## src/rtl/core/pfuic_pkg.sv

```systemverilog
`timescale 1ns / 1ps
`default_nettype none

package pfuic_pkg;

    // fixed field widths
    localparam int FILE_W = 8;
    localparam int NODE_W = 17;
    localparam int KEY_W  = 17;
    localparam int VAL_W  = 16;
    localparam int TAG_W  = FILE_W + 1;

    // command codes on the request channel
    localparam logic [1:0] CMD_VISIT = 2'd0;
    localparam logic [1:0] CMD_COUNT = 2'd1;
    localparam logic [1:0] CMD_HIST  = 2'd2;

    typedef enum logic [1:0] {
        OP_VISIT,
        OP_COUNT,
        OP_HIST,
        OP_NOP
    } op_t;

    typedef enum logic [1:0] {
        STAT_OK    = 2'd0,
        STAT_ORDER = 2'd1,
        STAT_RANGE = 2'd2
    } status_t;

    typedef enum logic [3:0] {
        S_CLEAR,
        S_IDLE,
        S_IDRD,
        S_BDEC_RD,
        S_BDEC_WR,
        S_BINC_RD,
        S_BINC_WR,
        S_HRD,
        S_OUT
    } state_t;

    // classified request passed from front to back
    typedef struct packed {
        op_t                 op;
        logic                bad;
        logic [KEY_W-1:0]    key;
        logic [FILE_W-1:0]   file_number;
    } front_item_t;

endpackage

`default_nettype wire

```

## src/rtl/core/pfuic_item_if.sv

```systemverilog
`timescale 1ns / 1ps
`default_nettype none

interface pfuic_item_if #(
    parameter int BIN_W = 9
);
    logic               valid;
    logic               ready;
    logic [1:0]         cmd;
    logic signed [16:0] node;
    logic [7:0]         file_number;
    logic [BIN_W-1:0]   bin;

    modport source (output valid, cmd, node, file_number, bin, input ready);
    modport sink (input valid, cmd, node, file_number, bin, output ready);
endinterface

`default_nettype wire

```

## src/rtl/core/pfuic_front.sv

```systemverilog
`timescale 1ns / 1ps
`default_nettype none

module pfuic_front
    import pfuic_pkg::*;
#(
    parameter int ID_SPACE   = 65536,
    parameter int FILE_LIMIT = 256
) (
    pfuic_item_if.sink         req,
    input  wire logic [15:0]   num_ids,
    input  wire logic          blocked,
    output logic               push_valid,
    output front_item_t        push_data
);
    logic [NODE_W-1:0] raw;
    logic [KEY_W-1:0]  mag;
    logic              id_bad;
    logic              bin_bad;

    // accept whenever the queue has room and the store is not being cleared
    assign req.ready  = !blocked;
    assign push_valid = req.valid && !blocked;

    // id magnitude and range checks
    always_comb
    begin
        raw     = req.node;
        mag     = raw[NODE_W-1] ? (~raw + KEY_W'(1)) : raw;
        id_bad  = (mag == '0) || (mag > {1'b0, num_ids}) || (32'(mag) >= ID_SPACE);
        bin_bad = 32'(req.bin) > FILE_LIMIT;
    end

    // classify the transaction
    always_comb
    begin
        push_data.file_number = req.file_number;
        push_data.key         = mag;
        push_data.bad         = 1'b0;
        case (req.cmd)
            CMD_VISIT:
            begin
                push_data.op  = OP_VISIT;
                push_data.bad = id_bad;
            end
            CMD_COUNT:
            begin
                push_data.op  = OP_COUNT;
                push_data.bad = id_bad;
            end
            CMD_HIST:
            begin
                push_data.op  = OP_HIST;
                push_data.bad = bin_bad;
                push_data.key = KEY_W'(req.bin);
            end
            default:
            begin
                push_data.op  = OP_NOP;
            end
        endcase
    end
endmodule

`default_nettype wire

```

## src/flat_wrapper.sv

```systemverilog
// flat-port wrapper written by rule: the top's interface ports become plain ports
module pfuic_front_flat import pfuic_pkg::*;
#(
    parameter int ID_SPACE   = 65536,
    parameter int FILE_LIMIT = 256
)
  (num_ids, blocked, push_valid, push_data, req_valid, req_cmd, req_node, req_file_number, req_bin, req_ready);
  pfuic_item_if req_i ();
  input  wire logic [15:0] num_ids;
  input  wire logic blocked;
  output logic push_valid;
  output front_item_t push_data;
  input wire logic [$bits(req_i.valid)-1:0] req_valid;
  input wire logic [$bits(req_i.cmd)-1:0] req_cmd;
  input wire logic [$bits(req_i.node)-1:0] req_node;
  input wire logic [$bits(req_i.file_number)-1:0] req_file_number;
  input wire logic [$bits(req_i.bin)-1:0] req_bin;
  output wire logic [$bits(req_i.ready)-1:0] req_ready;
  assign req_i.valid = req_valid;
  assign req_i.cmd = req_cmd;
  assign req_i.node = req_node;
  assign req_i.file_number = req_file_number;
  assign req_i.bin = req_bin;
  assign req_ready = req_i.ready;
  pfuic_front #(.ID_SPACE(ID_SPACE), .FILE_LIMIT(FILE_LIMIT)) u_core (.req(req_i), .num_ids(num_ids), .blocked(blocked), .push_valid(push_valid), .push_data(push_data));
endmodule
```

## config.mk

```make
export PLATFORM = sky130hd
export DESIGN_NAME = pfuic_front_flat
export DESIGN_NICKNAME = d
export VERILOG_FILES = /design/src/rtl/core/pfuic_pkg.sv /design/src/rtl/core/pfuic_item_if.sv /design/src/rtl/core/pfuic_front.sv /design/src/flat_wrapper.sv
export SDC_FILE = /design/constraint.sdc
export NUM_CORES = 1
export LEC_CHECK = 0
export BUFFER_PORTS_ARGS = -buffer_cell sky130_fd_sc_hd__buf_2
export CAP_MARGIN = 30
export CORE_ASPECT_RATIO = 0.9
export CORE_MARGIN = 8
export CORE_UTILIZATION = 35
export DETAILED_ROUTE_END_ITERATION = 7
export GPL_TIMING_DRIVEN = 0
export PLACE_DENSITY = 0.71
export SYNTH_ARGS = -nofsm -noshare
export SYNTH_HDL_FRONTEND = slang
export SYNTH_SLANG_ARGS = --single-unit
```

## constraint.sdc

```tcl
create_clock -name vclk -period 4.7
set_clock_uncertainty 0.15 [all_clocks]
set_input_delay 0.705 -clock vclk [all_inputs]
set_output_delay 0.705 -clock vclk [all_outputs]
set_load 0.1 [all_outputs]
```

==> flow_summary.yaml <==
final_layout:
  final_util_pct: 52.1
  fin_area_um2: 1600
  seq_area_um2: 0
  nets: 324
  n_antenna_cell: 0
  area_delta_synth_final_pct: 42.5
  fill_cells: 330
  drive_above_1_share_pct: 39.0
  clkbuf_count: 0
  seq_cells: 0
logic_synthesis:
  synth_area_leaders: "ha_1, nor2_1, xnor2_1, inv_1, buf_4"
  yosysSeqAreaShare_pct: 0
  synthDistinctLibCells: 39
  synth_common_cells: "nor2_1, inv_1, ha_1"
  syn_nets: 246
  synth_top_area_cell: "ha_1"
  syn_area_um2: 1120
  synth_top_area_share_pct: 19.0
  syn_area_per_cell_um2: 6.41
  yosysMostFrequentCell: "nor2_1"
  ys_warn_count: 0
  syn_inst: 175
sta:
  final_max_slew_viol_count: 0
  fin_ws_ps: 187
  fmaxAchievable_mhz: 222
  fin_crit_ps: 4510
  worst_pin_slew_ps: 535
  slew_headroom_pct: 64.3
  post-route-period-util_pct: 96.0
  setup_violations: 0
  hold_violations: 0
drt:
  drt_wl_total_mm: 3.69
  first_iter_violations: 46
  remaining_drc_errors: 0
  ant_nets: 0
  routed_via_density: 4.76
  vias: 1396
  first_pass_iters: 4
  wl_per_cell_um: 12.6
pwr:
  power_mw: 0.317
  peakVddDrop_uv: 90.1
  p_per_area_nw_per_um2: 198
  p_leak_nw: 0.847
grt:
  grt_pass1_wl_mm: 5.78
  grt_pass1_vias: 1269
  grtUsageTotal_pct: 13.0
  overflow: 0
  grt_max_degree: 11
  antenna_found_initial: 0
setup_path:
  worstSetupEndpointType: "primary output"
  cp.required_ps: 3850
  critPathLaunch: "req_node[0]"
  critPathLaunchType: "input port"
  worstPathMaxFanout: 6
  cp-endpoint: "push_data[25]"
  crit_type: "in2out"
  cp.arrival_ps: 3660
run_status:
  outcome: "finished, final reports clean"
worst_hold_path:
  min_path_type: "in2out"
run:
  cap_violations: 0
placed_design:
  dp_slack_ps: -40.1
  place.gp.congestion: 0.917
  placed_area_um2: 1560
  dpl.hpwl_mm: 3.29
  portBuffers: 76
clock_network:
  postCtsSetupRepairBufs: 0
die:
  dieHeight_um: 69.7
  die_x_um: 75.7
  boundaryPins: 84
  die_area_um2: 5280
  start_util_pct: 36.6
  row_count: 19
  core_area_um2: 3070
area by class of cell:
cell class         instances  area, µm²  area share, %
inverters                 22       82.6           5.16
plain buffers             14       82.6           5.16
repair buffers            76        387           24.2
multi-input cells        139        995           62.2
well taps                 42       52.6           3.29
cell usage in the layout (no fill, tap or decap), types with 3 or more instances in the layout:
master / n
buf_2: 75
nor2_1: 28
inv_1: 22
ha_1: 17
nand2_1: 12
xnor2_1: 8
o21ai_0: 8
buf_4: 8
clkbuf_1: 6
a21oi_1: 6
nand2b_1: 5
and2_1: 5
xor2_1: 4
nor2b_1: 4
nand3_1: 4
o21ai_1: 3
worst min-delay path by stage:
stage / startpoint / depth (start not counted) / to
finish: req_file_number[2] / 2 / push_data[2]
global route: req_file_number[0] / 2 / push_data[0]
CTS: req_file_number[2] / 2 / push_data[2]
detailed placement: req_file_number[2] / 2 / push_data[2]
global placement: req_file_number[2] / 2 / push_data[2]
floorplan: req_file_number[0] / 1 / push_data[0]
stage by stage:
| step | hold slack [ps] | instances | setup TNS [ps] |
|---|---|---|---|
| after CTS | 1650 | 293 | 0 |
| final | 1640 | 293 | 0 |
| after detailed placement | 1650 | 293 | -40.1 |
| after global placement | 1650 | 293 | -3.80 |
| after global routing | 1650 | 293 | -43.2 |
| after floorplan | 1470 | 175 | 0 |
power by group:
part           switching (mW)  internal, mW
logic                   0.240        0.0774
registers                   0             0
clock network               0             0
total                   0.240        0.0774
cell families after synthesis:
group | count (synthesis) | share of synthesized area (%)
compound gates | 34 | 20.7
simple gates | 73 | 33.7
mux | 1 | 1.00
xor+xnor | 14 | 10.9
fa+ha+maj | 17 | 19.0
buf+inv | 36 | 14.7
worst max-delay path, cell delays in order:
cell	delay (ps)
buf_2	120
inv_1	120
ha_1	190
or4b_4	490
or2_4	280
o31ai_4	200
xnor2_2	170
ha_1	290
a21oi_1	150
o21ai_0	90
nand3_1	90
nand3_1	100
o21ai_2	140
o211ai_1	100
a41o_1	230
buf_6	190
routing by layer:
| metal | global-route usage, % | routed length, µm | up-vias |
|---|---|---|---|
| met5 | 0 | 0 | - |
| met4 | 0 | 0 | 0 |
| met3 | 1.88 | 297 | 0 |
| met2 | 22.4 | 1850 | 47 |
| met1 | 17.1 | 1550 | 603 |
| li1 | - | - | 746 |
timing repair:
item / in CTS / in global routing
hold buffers: 0 / 0
setup endpoints to repair: 1 / 1
gates resized for setup: 1 / 9
pin swaps: 0 / 2
Note: power is estimated with default switching activity, not from simulation.
