$ cat src/rtl/core/pfuic_pkg.sv
`timescale 1ns / 1ps
`default_nettype none

package pfuic_pkg;

    // fixed field widths
    localparam int FILE_W = 8;
    localparam int NODE_W = 17;
    localparam int KEY_W  = 17;
    localparam int VAL_W  = 16;
    localparam int TAG_W  = FILE_W + 1;

    // command codes on the request channel
    localparam logic [1:0] CMD_VISIT = 2'd0;
    localparam logic [1:0] CMD_COUNT = 2'd1;
    localparam logic [1:0] CMD_HIST  = 2'd2;

    typedef enum logic [1:0] {
        OP_VISIT,
        OP_COUNT,
        OP_HIST,
        OP_NOP
    } op_t;

    typedef enum logic [1:0] {
        STAT_OK    = 2'd0,
        STAT_ORDER = 2'd1,
        STAT_RANGE = 2'd2
    } status_t;

    typedef enum logic [3:0] {
        S_CLEAR,
        S_IDLE,
        S_IDRD,
        S_BDEC_RD,
        S_BDEC_WR,
        S_BINC_RD,
        S_BINC_WR,
        S_HRD,
        S_OUT
    } state_t;

    // classified request passed from front to back
    typedef struct packed {
        op_t                 op;
        logic                bad;
        logic [KEY_W-1:0]    key;
        logic [FILE_W-1:0]   file_number;
    } front_item_t;

endpackage

`default_nettype wire

$ cat src/rtl/core/pfuic_queue.sv
`timescale 1ns / 1ps
`default_nettype none

module pfuic_queue
    import pfuic_pkg::*;
(
    input  wire logic         clk,
    input  wire logic         rst_n,
    input  wire logic         push_valid,
    input  front_item_t       push_data,
    output logic              full,
    input  wire logic         pop,
    output logic              pop_valid,
    output front_item_t       pop_data
);
    front_item_t slot_reg [2];
    logic        wr_ptr_reg, wr_ptr_next;
    logic        rd_ptr_reg, rd_ptr_next;
    logic [1:0]  fill_reg, fill_next;
    logic        do_push;
    logic        do_pop;

    assign full      = (fill_reg == 2'd2);
    assign pop_valid = (fill_reg != 2'd0);
    assign pop_data  = slot_reg[rd_ptr_reg];
    assign do_push   = push_valid && !full;
    assign do_pop    = pop && pop_valid;

    // pointer and fill update
    always_comb
    begin
        wr_ptr_next = wr_ptr_reg ^ do_push;
        rd_ptr_next = rd_ptr_reg ^ do_pop;
        fill_next   = fill_reg + 2'(do_push) - 2'(do_pop);
    end

    always_ff @(posedge clk or negedge rst_n)
    begin
        if (!rst_n)
        begin
            wr_ptr_reg <= 1'b0;
            rd_ptr_reg <= 1'b0;
            fill_reg   <= 2'd0;
        end
        else
        begin
            wr_ptr_reg <= wr_ptr_next;
            rd_ptr_reg <= rd_ptr_next;
            fill_reg   <= fill_next;
        end
    end

    // slot storage
    always_ff @(posedge clk)
    begin
        if (do_push)
        begin
            slot_reg[wr_ptr_reg] <= push_data;
        end
    end
endmodule

`default_nettype wire

$ cat config.mk
export PLATFORM = sky130hd
export DESIGN_NAME = pfuic_queue
export DESIGN_NICKNAME = d
export VERILOG_FILES = /design/src/rtl/core/pfuic_pkg.sv /design/src/rtl/core/pfuic_queue.sv
export SDC_FILE = /design/constraint.sdc
export NUM_CORES = 1
export LEC_CHECK = 0
export BUFFER_PORTS_ARGS = -buffer_cell sky130_fd_sc_hd__buf_4
export CORE_AREA = 2 2 94 69
export DETAILED_ROUTE_END_ITERATION = 6
export DIE_AREA = 0 0 96 71
export HOLD_SLACK_MARGIN = 0.12
export SLEW_MARGIN = 20
export SYNTH_ARGS = -nofsm -noshare
export SYNTH_HDL_FRONTEND = slang
export SYNTH_SLANG_ARGS = --single-unit
export TNS_END_PERCENT = 5
$ cat constraint.sdc
create_clock -name clk -period 2.65 [get_ports clk]
set_input_delay 0.53 -clock clk [delete_from_list [all_inputs] [get_ports clk]]
set_output_delay 0.53 -clock clk [all_outputs]
set_load 0.1 [all_outputs]
==> reports/results.tsv, run 1 <==
stage	metric	value	unit
global_route	first-pass GRT wire length	6161	um
route	Vias	1198	
synthesis	Post-Syn Area	2290	um2
cts	Worst-Skew Late Latency	0.33	ns
cts	TritonCTS Sinks	60	
synthesis	mux cell area share after synthesis	15.41	%
synthesis	Mapped Nets	143	
place	Placer Congestion	0.5990	
status	status	finished clean	
worst_setup_path	critical path data arrival time	1.73	ns
global_route	overall global routing resource usage	12.76	%
timing	minimum clock period	2.256	ns
finish	fin nets	217	
timing	Final Hold Fails	0	
timing	Final Cycle Share	85.14	%
finish	most frequent cells in the layout	64 x buf_4, 56 x edfxtp_1, 18 x mux2_2	
global_route	largest net degree at the start of global routing	23	
synthesis	synth unique cells	16	
synthesis	Synth Register Bits	60	
hold_path	Hold Path Class	primary input to flip-flop	
synthesis	simple-gate share of the synthesized area	0.9836	%
cts	clk buf depth	2	
synthesis	register area share after synthesis	77.81	%
cts	CTS tree	done	
synthesis	Syn Area/Cell	21.40	um2
worst_setup_path	Critical Path Source Type	flip-flop	
route	antenna viol nets, final	0	
place	DP HPWL	2792	um
floorplan	core area	5976	um2
timing	RSZ-0062 raised after global routing	no	
cts	Clock Tree Root	clkbuf_8	
place	Cells after DPL	247	
worst_setup_path	critical path capture point type	output pin	
timing	Setup TNS	0	ns
finish	max reg flops	56	
finish	area grow syn2layout	35.14	%
global_route	vias in the first global route	1254	
timing	skew final	0.009944	ns
synthesis	Area contributors post-synth	edfxtp_1 73%, mux2_2 8.9%, mux2_4 6.6%, dfrtp_1 4.4%, ha_1 2.2%	
route	DR DRC count	0	
worst_setup_path	required time at the worst-slack endpoint	2.12	ns
global_route	initial antenna violation count	0	
timing	number of setup violations in the final report	0	
route	wire per inst	14.79	um
cts	number of gates resized after cts	0	
route	first-pass detailed-route iteration total	4	
timing	fin. max-slew vios	0	
synthesis	compound-gate portion of the synthesized area	0.3279	%
cts	number of CTS-inserted buffers	9	
floorplan	starting density of the core	38.32	%
route	drt first-iter violations	53	
route	final wirelength	3904	um
worst_setup_path	crit path max fanout	22	
floorplan	Site Rows	24	
timing	Tightest Pin Transition	0.3686	ns
floorplan	Die ar.	6816	um2
timing	Max Freq	0.4432	GHz
finish	Antenna Cells	0	
finish	ratio of cells with drive above 1 in the final layout	57.53	%
timing	Relative slew margins	75.43	%
global_route	GRT Residual Overflow	0	
cts	post-CTS setup buffers	0	
floorplan	Die H	71	um
job	max-cap violations	0	
finish	non-filler cells, final	264	
place	I/O Buffers	61	
synthesis	XOR/XNOR Fraction of Synth Area	1.148	%
synthesis	largest family of logic cells by synthesized area	multiplexers	
synthesis	share of the synthesized area in the top cell type	73.44	%
finish	most common cell after layout, fill and taps aside	buf_4	
floorplan	IO Count	62	
synthesis	Adder-Cell Fraction of Synth Area	2.186	%
worst_setup_path	crit path kind	flip-flop to output pin	
finish	fillers	507	
synthesis	cell taking the most area after synthesis	edfxtp_1	
cts	H-tree levels	3	
synthesis	Warnings, synthesis	0	
route	drt via density	4.538	
cts	Clock Pin Slew Worst Setup and Hold Paths	0.07	ns
cts	Hold Buf Count CTS	1	
synthesis	Gate Count Post-Synth	107	
floorplan	die width	96	um
[worst max-delay path, stage by stage (launching register included)]
cell     delay, ns
dfrtp_1       0.56
buf_12        0.24
mux2_2        0.35
buf_4         0.23
[per-layer routing]
metal | GRT usage, % | up-vias | share of wire (%)
met1 | 14.37 | 578 | 38
li1 | - | 557 | -
met2 | 20.06 | 57 | 50
met5 | 0 | - | 0
met4 | 5.714 | 0 | 1.4
met3 | 6.816 | 6 | 11
[synth_stat cells, drive strengths merged]
library cell / number
inv: 4
nand2: 1
xor2: 1
o21a: 1
mux2: 28
edfxtp: 56
nand2b: 1
xnor2: 2
buf: 3
dfrtp: 4
ha: 4
and2: 1
or2: 1
[final timing paths]
kind | startpoint | to | slack, ns | cells after the start
setup / recovery | rd_ptr_reg | pop_data[19] | 0.39 | 3
hold / removal | push_data[23] | slot_reg[1][23] | 0.38 | 1
setup reg to reg | fill_reg[0] | slot_reg[1][5] | 0.84 | 4
hold reg to reg | fill_reg[1] | fill_reg[1] | 0.55 | 1
max in group asynchronous | rst_n | rd_ptr_reg | 2.02 | 2
min in group asynchronous | rst_n | fill_reg[1] | 0.52 | 2
[stage by stage]
step | util, % | worst slack [ns] | hold WS [ns] | instance area (um2)
floorplan | - | 0.8579 | 0.2344 | 2290
global placement | 47.76 | 0.7332 | 0.3287 | 2854
CTS | 51.78 | 0.3547 | 0.3662 | 3094
global route | 51.78 | 0.3126 | 0.3631 | 3094
detailed placement | 47.76 | 0.7268 | 0.3325 | 2854
finish | 51.78 | 0.3938 | 0.3829 | 3094
[cells by family after synthesis]
group                    count (synthesis)
XOR/XNOR                                 3
AO/OA/AOI/OAI                            1
AND/OR/NAND/NOR                          4
buffers and inverters                    7
flip-flops                              60
adder cells (fa/ha/maj)                  4
multiplexers                            28
[cell type report]
cell class	instances	area [um2]	share of cell area, %
multi-input cells	40	459.2	14.84
inverters	4	15.01	0.4852
repair buffers	66	510.5	16.50
clock inverters	6	102.6	3.316
clock buffers	10	127.6	4.125
flip-flops and latches	60	1782	57.58
well taps	78	97.59	3.154
Power of run 1 is left out: the tool's default activity adds up to more than one toggle a clock period on the data nets, which glitch-free logic cannot reach.
==> run 2: changes to the inputs <==
==> constraint.sdc (replaced) <==
create_clock -name clk -period 2.6 [get_ports clk]
set_input_delay 0.52 -clock clk [delete_from_list [all_inputs] [get_ports clk]]
set_output_delay 0.52 -clock clk [all_outputs]
set_load 0.1 [all_outputs]
==> reports/results.tsv, run 2 (synthesis gave the netlist of run 1 again) <==
stage	metric	value	unit
status	status	finished clean	
global_route	overall global routing resource usage	12.76	%
route	drt first-iter violations	69	
worst_setup_path	WP buf/inv	2	
floorplan	Die ar.	6816	um2
global_route	initial antenna violation count	0	
global_route	first-pass GRT wire length	6223	um
timing	RSZ-0062 raised after global routing	no	
floorplan	die width	96	um
cts	Worst-Skew Late Latency	0.32	ns
cts	H-tree levels	3	
place	I/O Buffers	61	
finish	Antenna Cells	0	
timing	Final Cycle Share	86.02	%
finish	fillers	518	
worst_setup_path	critical path capture point type	output pin	
place	Placer Congestion	0.5991	
route	drt via density	4.394	
route	first-pass detailed-route iteration total	2	
global_route	grt met1 use	14.76	%
global_route	vias in the first global route	1299	
timing	fin. max-slew vios	0	
route	final wirelength	3891	um
timing	skew final	0.007209	ns
cts	Clock Pin Slew Worst Setup and Hold Paths	0.06	ns
floorplan	starting density of the core	38.32	%
worst_setup_path	critical path data arrival time	1.72	ns
timing	Max Freq	0.4471	GHz
finish	most common cell after layout, fill and taps aside	buf_4	
route	antenna viol nets, final	0	
cts	post-CTS setup buffers	0	
cts	clk buf depth	2	
worst_setup_path	Crit-path slowest cell	dfrtp_1	
finish	area grow syn2layout	32.24	%
global_route	GRT Residual Overflow	0	
finish	max reg flops	56	
floorplan	Die H	71	um
worst_setup_path	R2R setup slack	0.79	ns
worst_setup_path	delay-heaviest family, CP	flip-flops	
global_route	Global Route met2 Usage	20.22	%
cts	Clock Tree Root	clkbuf_8	
floorplan	IO Count	62	
global_route	met3 GRT Util	6.283	%
hold_path	Hold Path Class	primary input to flip-flop	
worst_setup_path	CP peak stage delay	0.55	ns
global_route	Top Usage Layer GRT	met2	
route	wire per inst	14.74	um
place	DP HPWL	2787	um
global_route	largest net degree at the start of global routing	23	
worst_setup_path	required time at the worst-slack endpoint	2.08	ns
worst_setup_path	crit path kind	flip-flop to output pin	
timing	Setup TNS	0	ns
finish	ratio of cells with drive above 1 in the final layout	57.53	%
worst_setup_path	crit path max fanout	22	
floorplan	core area	5976	um2
cts	TritonCTS Sinks	60	
finish	most frequent cells in the layout	64 x buf_4, 56 x edfxtp_1, 18 x mux2_2	
worst_setup_path	Cell Chain, Critical Path	buf_12 -> mux2_2 -> buf_4	
worst_setup_path	Critical Path Source Type	flip-flop	
timing	Tightest Pin Transition	0.3562	ns
timing	number of setup violations in the final report	0	
cts	number of gates resized after cts	0	
cts	number of CTS-inserted buffers	9	
floorplan	Site Rows	24	
route	DR DRC count	0	
timing	Final Hold Fails	0	
route	Vias	1160	
job	max-cap violations	0	
timing	Relative slew margins	76.25	%
finish	fin nets	217	
cts	CTS tree	done	
timing	minimum clock period	2.237	ns
-- run 2: cell count changes in the layout (fill, tap and decap cells not counted) --
cell       change
bufinv_16      -3
clkbuf_1       +2
clkbuf_8       +1
clkinv_1       -2
clkinv_2       +2
-- run 2: path summary, 6_finish.rpt --
check | start | end | cells past startpoint
setup / recovery | rd_ptr_reg | pop_data[23] | 3
hold / removal | push_data[12] | slot_reg[0][12] | 1
setup reg to reg | fill_reg[0] | slot_reg[1][1] | 4
hold reg to reg | fill_reg[1] | fill_reg[1] | 1
max in group asynchronous | rst_n | rd_ptr_reg | 2
min in group asynchronous | rst_n | fill_reg[0] | 2
-- run 2: worst reg2reg max path, stage by stage, from the launching register on --
cell      delay, ns
dfrtp_1        0.39
nand2b_1       0.15
and2_1         0.18
ha_1           0.38
buf_4          0.37
-- run 2: repair_timing --
item / 4_1_cts / 5_1_grt
hold buffers: 1 / 0
setup endpoints to repair: 0 / 0
hold endpoints to repair: 4 / 0
-- run 2: per-layer routing --
metal | vias to the layer above | share of wire, %
met5 | - | 0
met3 | 9 | 9.0
met4 | 0 | 1.6
met2 | 49 | 48
li1 | 557 | -
met1 | 545 | 42
-- run 2: cell type report --
class                           instances  area, um2  share of cell area (%)
Clock buffer                           13      148.9                   4.917
Clock inverter                          3      15.01                  0.4959
Inverter                                4      15.01                  0.4959
Multi-Input combinational cell         40      459.2                   15.17
Sequential cell                        60       1782                   58.84
Tap cell                               78      97.59                   3.223
Timing Repair Buffer                   66      510.5                   16.86
-- run 2: through the flow --
stage | std cells | hold WS (ns) | worst slack [ns] | area (um2) | util [%]
2_1_floorplan | 107 | 0.2244 | 0.8179 | 2290 | -
3_3_place_gp | 247 | 0.3187 | 0.6947 | 2854 | 47.76
3_5_place_dp | 247 | 0.3221 | 0.6907 | 2854 | 47.76
4_1_cts | 264 | 0.3608 | 0.3266 | 3028 | 50.67
5_1_grt | 264 | 0.3556 | 0.2697 | 3028 | 50.67
6_report | 264 | 0.3791 | 0.3634 | 3028 | 50.67
Power of run 2 is left out for the same reason.
==> run 3: changes to the inputs <==
--- a/config.mk
+++ b/config.mk
@@ -9,6 +9,7 @@
 export CORE_AREA = 2 2 94 69
 export DETAILED_ROUTE_END_ITERATION = 6
 export DIE_AREA = 0 0 96 71
+export GPL_TIMING_DRIVEN = 0
 export HOLD_SLACK_MARGIN = 0.12
 export SLEW_MARGIN = 20
 export SYNTH_ARGS = -nofsm -noshare
==> reports/results.tsv, run 3 (synthesis gave the netlist of run 1 again) <==
stage	metric	value	unit
finish	Antenna Cells	0	
floorplan	Site Rows	24	
cts	number of CTS-inserted buffers	9	
timing	fin. max-slew vios	0	
route	drt via density	4.397	
timing	WHS	0.3842	ns
worst_setup_path	crit path kind	flip-flop to output pin	
global_route	overall global routing resource usage	11.82	%
route	drt first-iter violations	33	
timing	Final Cycle Share	80.02	%
route	final wirelength	3668	um
finish	area grow syn2layout	31.42	%
finish	fin nets	216	
worst_setup_path	critical path capture point type	output pin	
cts	Hold Buf Count CTS	1	
place	Setup Slack @ Placement	0.7293	ns
route	Vias	1152	
finish	Util after Layout	50.36	%
floorplan	Die ar.	6816	um2
finish	ratio of cells with drive above 1 in the final layout	57.61	%
cts	Worst-Skew Late Latency	0.32	ns
timing	skew final	0.004485	ns
place	I/O Buffers	61	
status	status	finished clean	
route	first-pass detailed-route iteration total	3	
floorplan	IO Count	62	
floorplan	die width	96	um
worst_setup_path	required time at the worst-slack endpoint	2.08	ns
floorplan	starting density of the core	38.32	%
timing	number of setup violations in the final report	0	
route	antenna viol nets, final	0	
cts	clk buf depth	2	
timing	Max Freq	0.4807	GHz
global_route	initial antenna violation count	0	
place	Placer Congestion	0.5905	
timing	Final Hold Fails	0	
cts	post-CTS setup buffers	0	
floorplan	core area	5976	um2
global_route	Global Route met2 Usage	19.06	%
route	DR DRC count	0	
finish	max reg flops	56	
hold_path	Hold Path Class	primary input to flip-flop	
timing	Relative slew margins	51.22	%
cts	H-tree levels	3	
global_route	GRT Residual Overflow	0	
finish	most frequent cells in the layout	62 x buf_4, 56 x edfxtp_1, 18 x mux2_2	
cts	Clock Tree Root	clkbuf_8	
job	max-cap violations	0	
worst_setup_path	critical path data arrival time	1.56	ns
cts	CTS tree	done	
global_route	met3 GRT Util	6.922	%
timing	PnR worst setup slack	0.5195	ns
timing	Tightest Pin Transition	0.7317	ns
cts	number of gates resized after cts	0	
cts	TritonCTS Sinks	60	
global_route	first-pass GRT wire length	5789	um
global_route	Top Usage Layer GRT	met2	
floorplan	Die H	71	um
cts	Clock Pin Slew Worst Setup and Hold Paths	0.06	ns
worst_setup_path	crit path max fanout	10	
global_route	largest net degree at the start of global routing	29	
global_route	vias in the first global route	1262	
worst_setup_path	Critical Path Source Type	flip-flop	
timing	RSZ-0062 raised after global routing	no	
timing	minimum clock period	2.080	ns
finish	most common cell after layout, fill and taps aside	buf_4	
global_route	grt met1 use	13.56	%
route	wire per inst	14.00	um
timing	Setup TNS	0	ns
run 3: path summary, 6_finish.rpt:
check                             endpoint  slack [ns]  cells past startpoint          start
hold reg to reg                fill_reg[1]        0.52                      1    fill_reg[1]
hold / removal             slot_reg[0][11]        0.38                      1  push_data[11]
setup reg to reg           slot_reg[0][10]        0.81                      3    fill_reg[1]
setup / recovery              pop_data[15]        0.52                      4     rd_ptr_reg
min in group asynchronous      fill_reg[1]        0.53                      2          rst_n
max in group asynchronous       rd_ptr_reg        1.97                      2          rst_n
run 3: layout make-up:
class	count	area, um2
fill	506	2967
sequential	60	1782
timing repair buffer	62	467.9
multi-input combinational	40	464.2
clock buffer	11	131.4
tap	78	97.59
buffer	3	33.78
clock inverter	4	17.52
inverter	4	15.01
run 3: metrics by stage:
| step | instance area, um2 | instances |
|---|---|---|
| floorplan | 2290 | 107 |
| global placement | 2845 | 246 |
| detailed placement | 2850 | 246 |
| CTS | 3009 | 262 |
| global route | 3009 | 262 |
| finish | 3009 | 262 |
run 3: routing by layer:
layer,routed length (um),vias up
li1,-,551
met1,1471,550
met2,1800,47
met3,365,4
met4,31,0
met5,0,-
run 3: worst max-delay path, cell delays in order, from the launching register on:
cell,delay (ns)
dfrtp_1,0.36
buf_6,0.16
buf_8,0.17
mux2_4,0.32
buf_4,0.23
Power of run 3 is left out for the same reason.
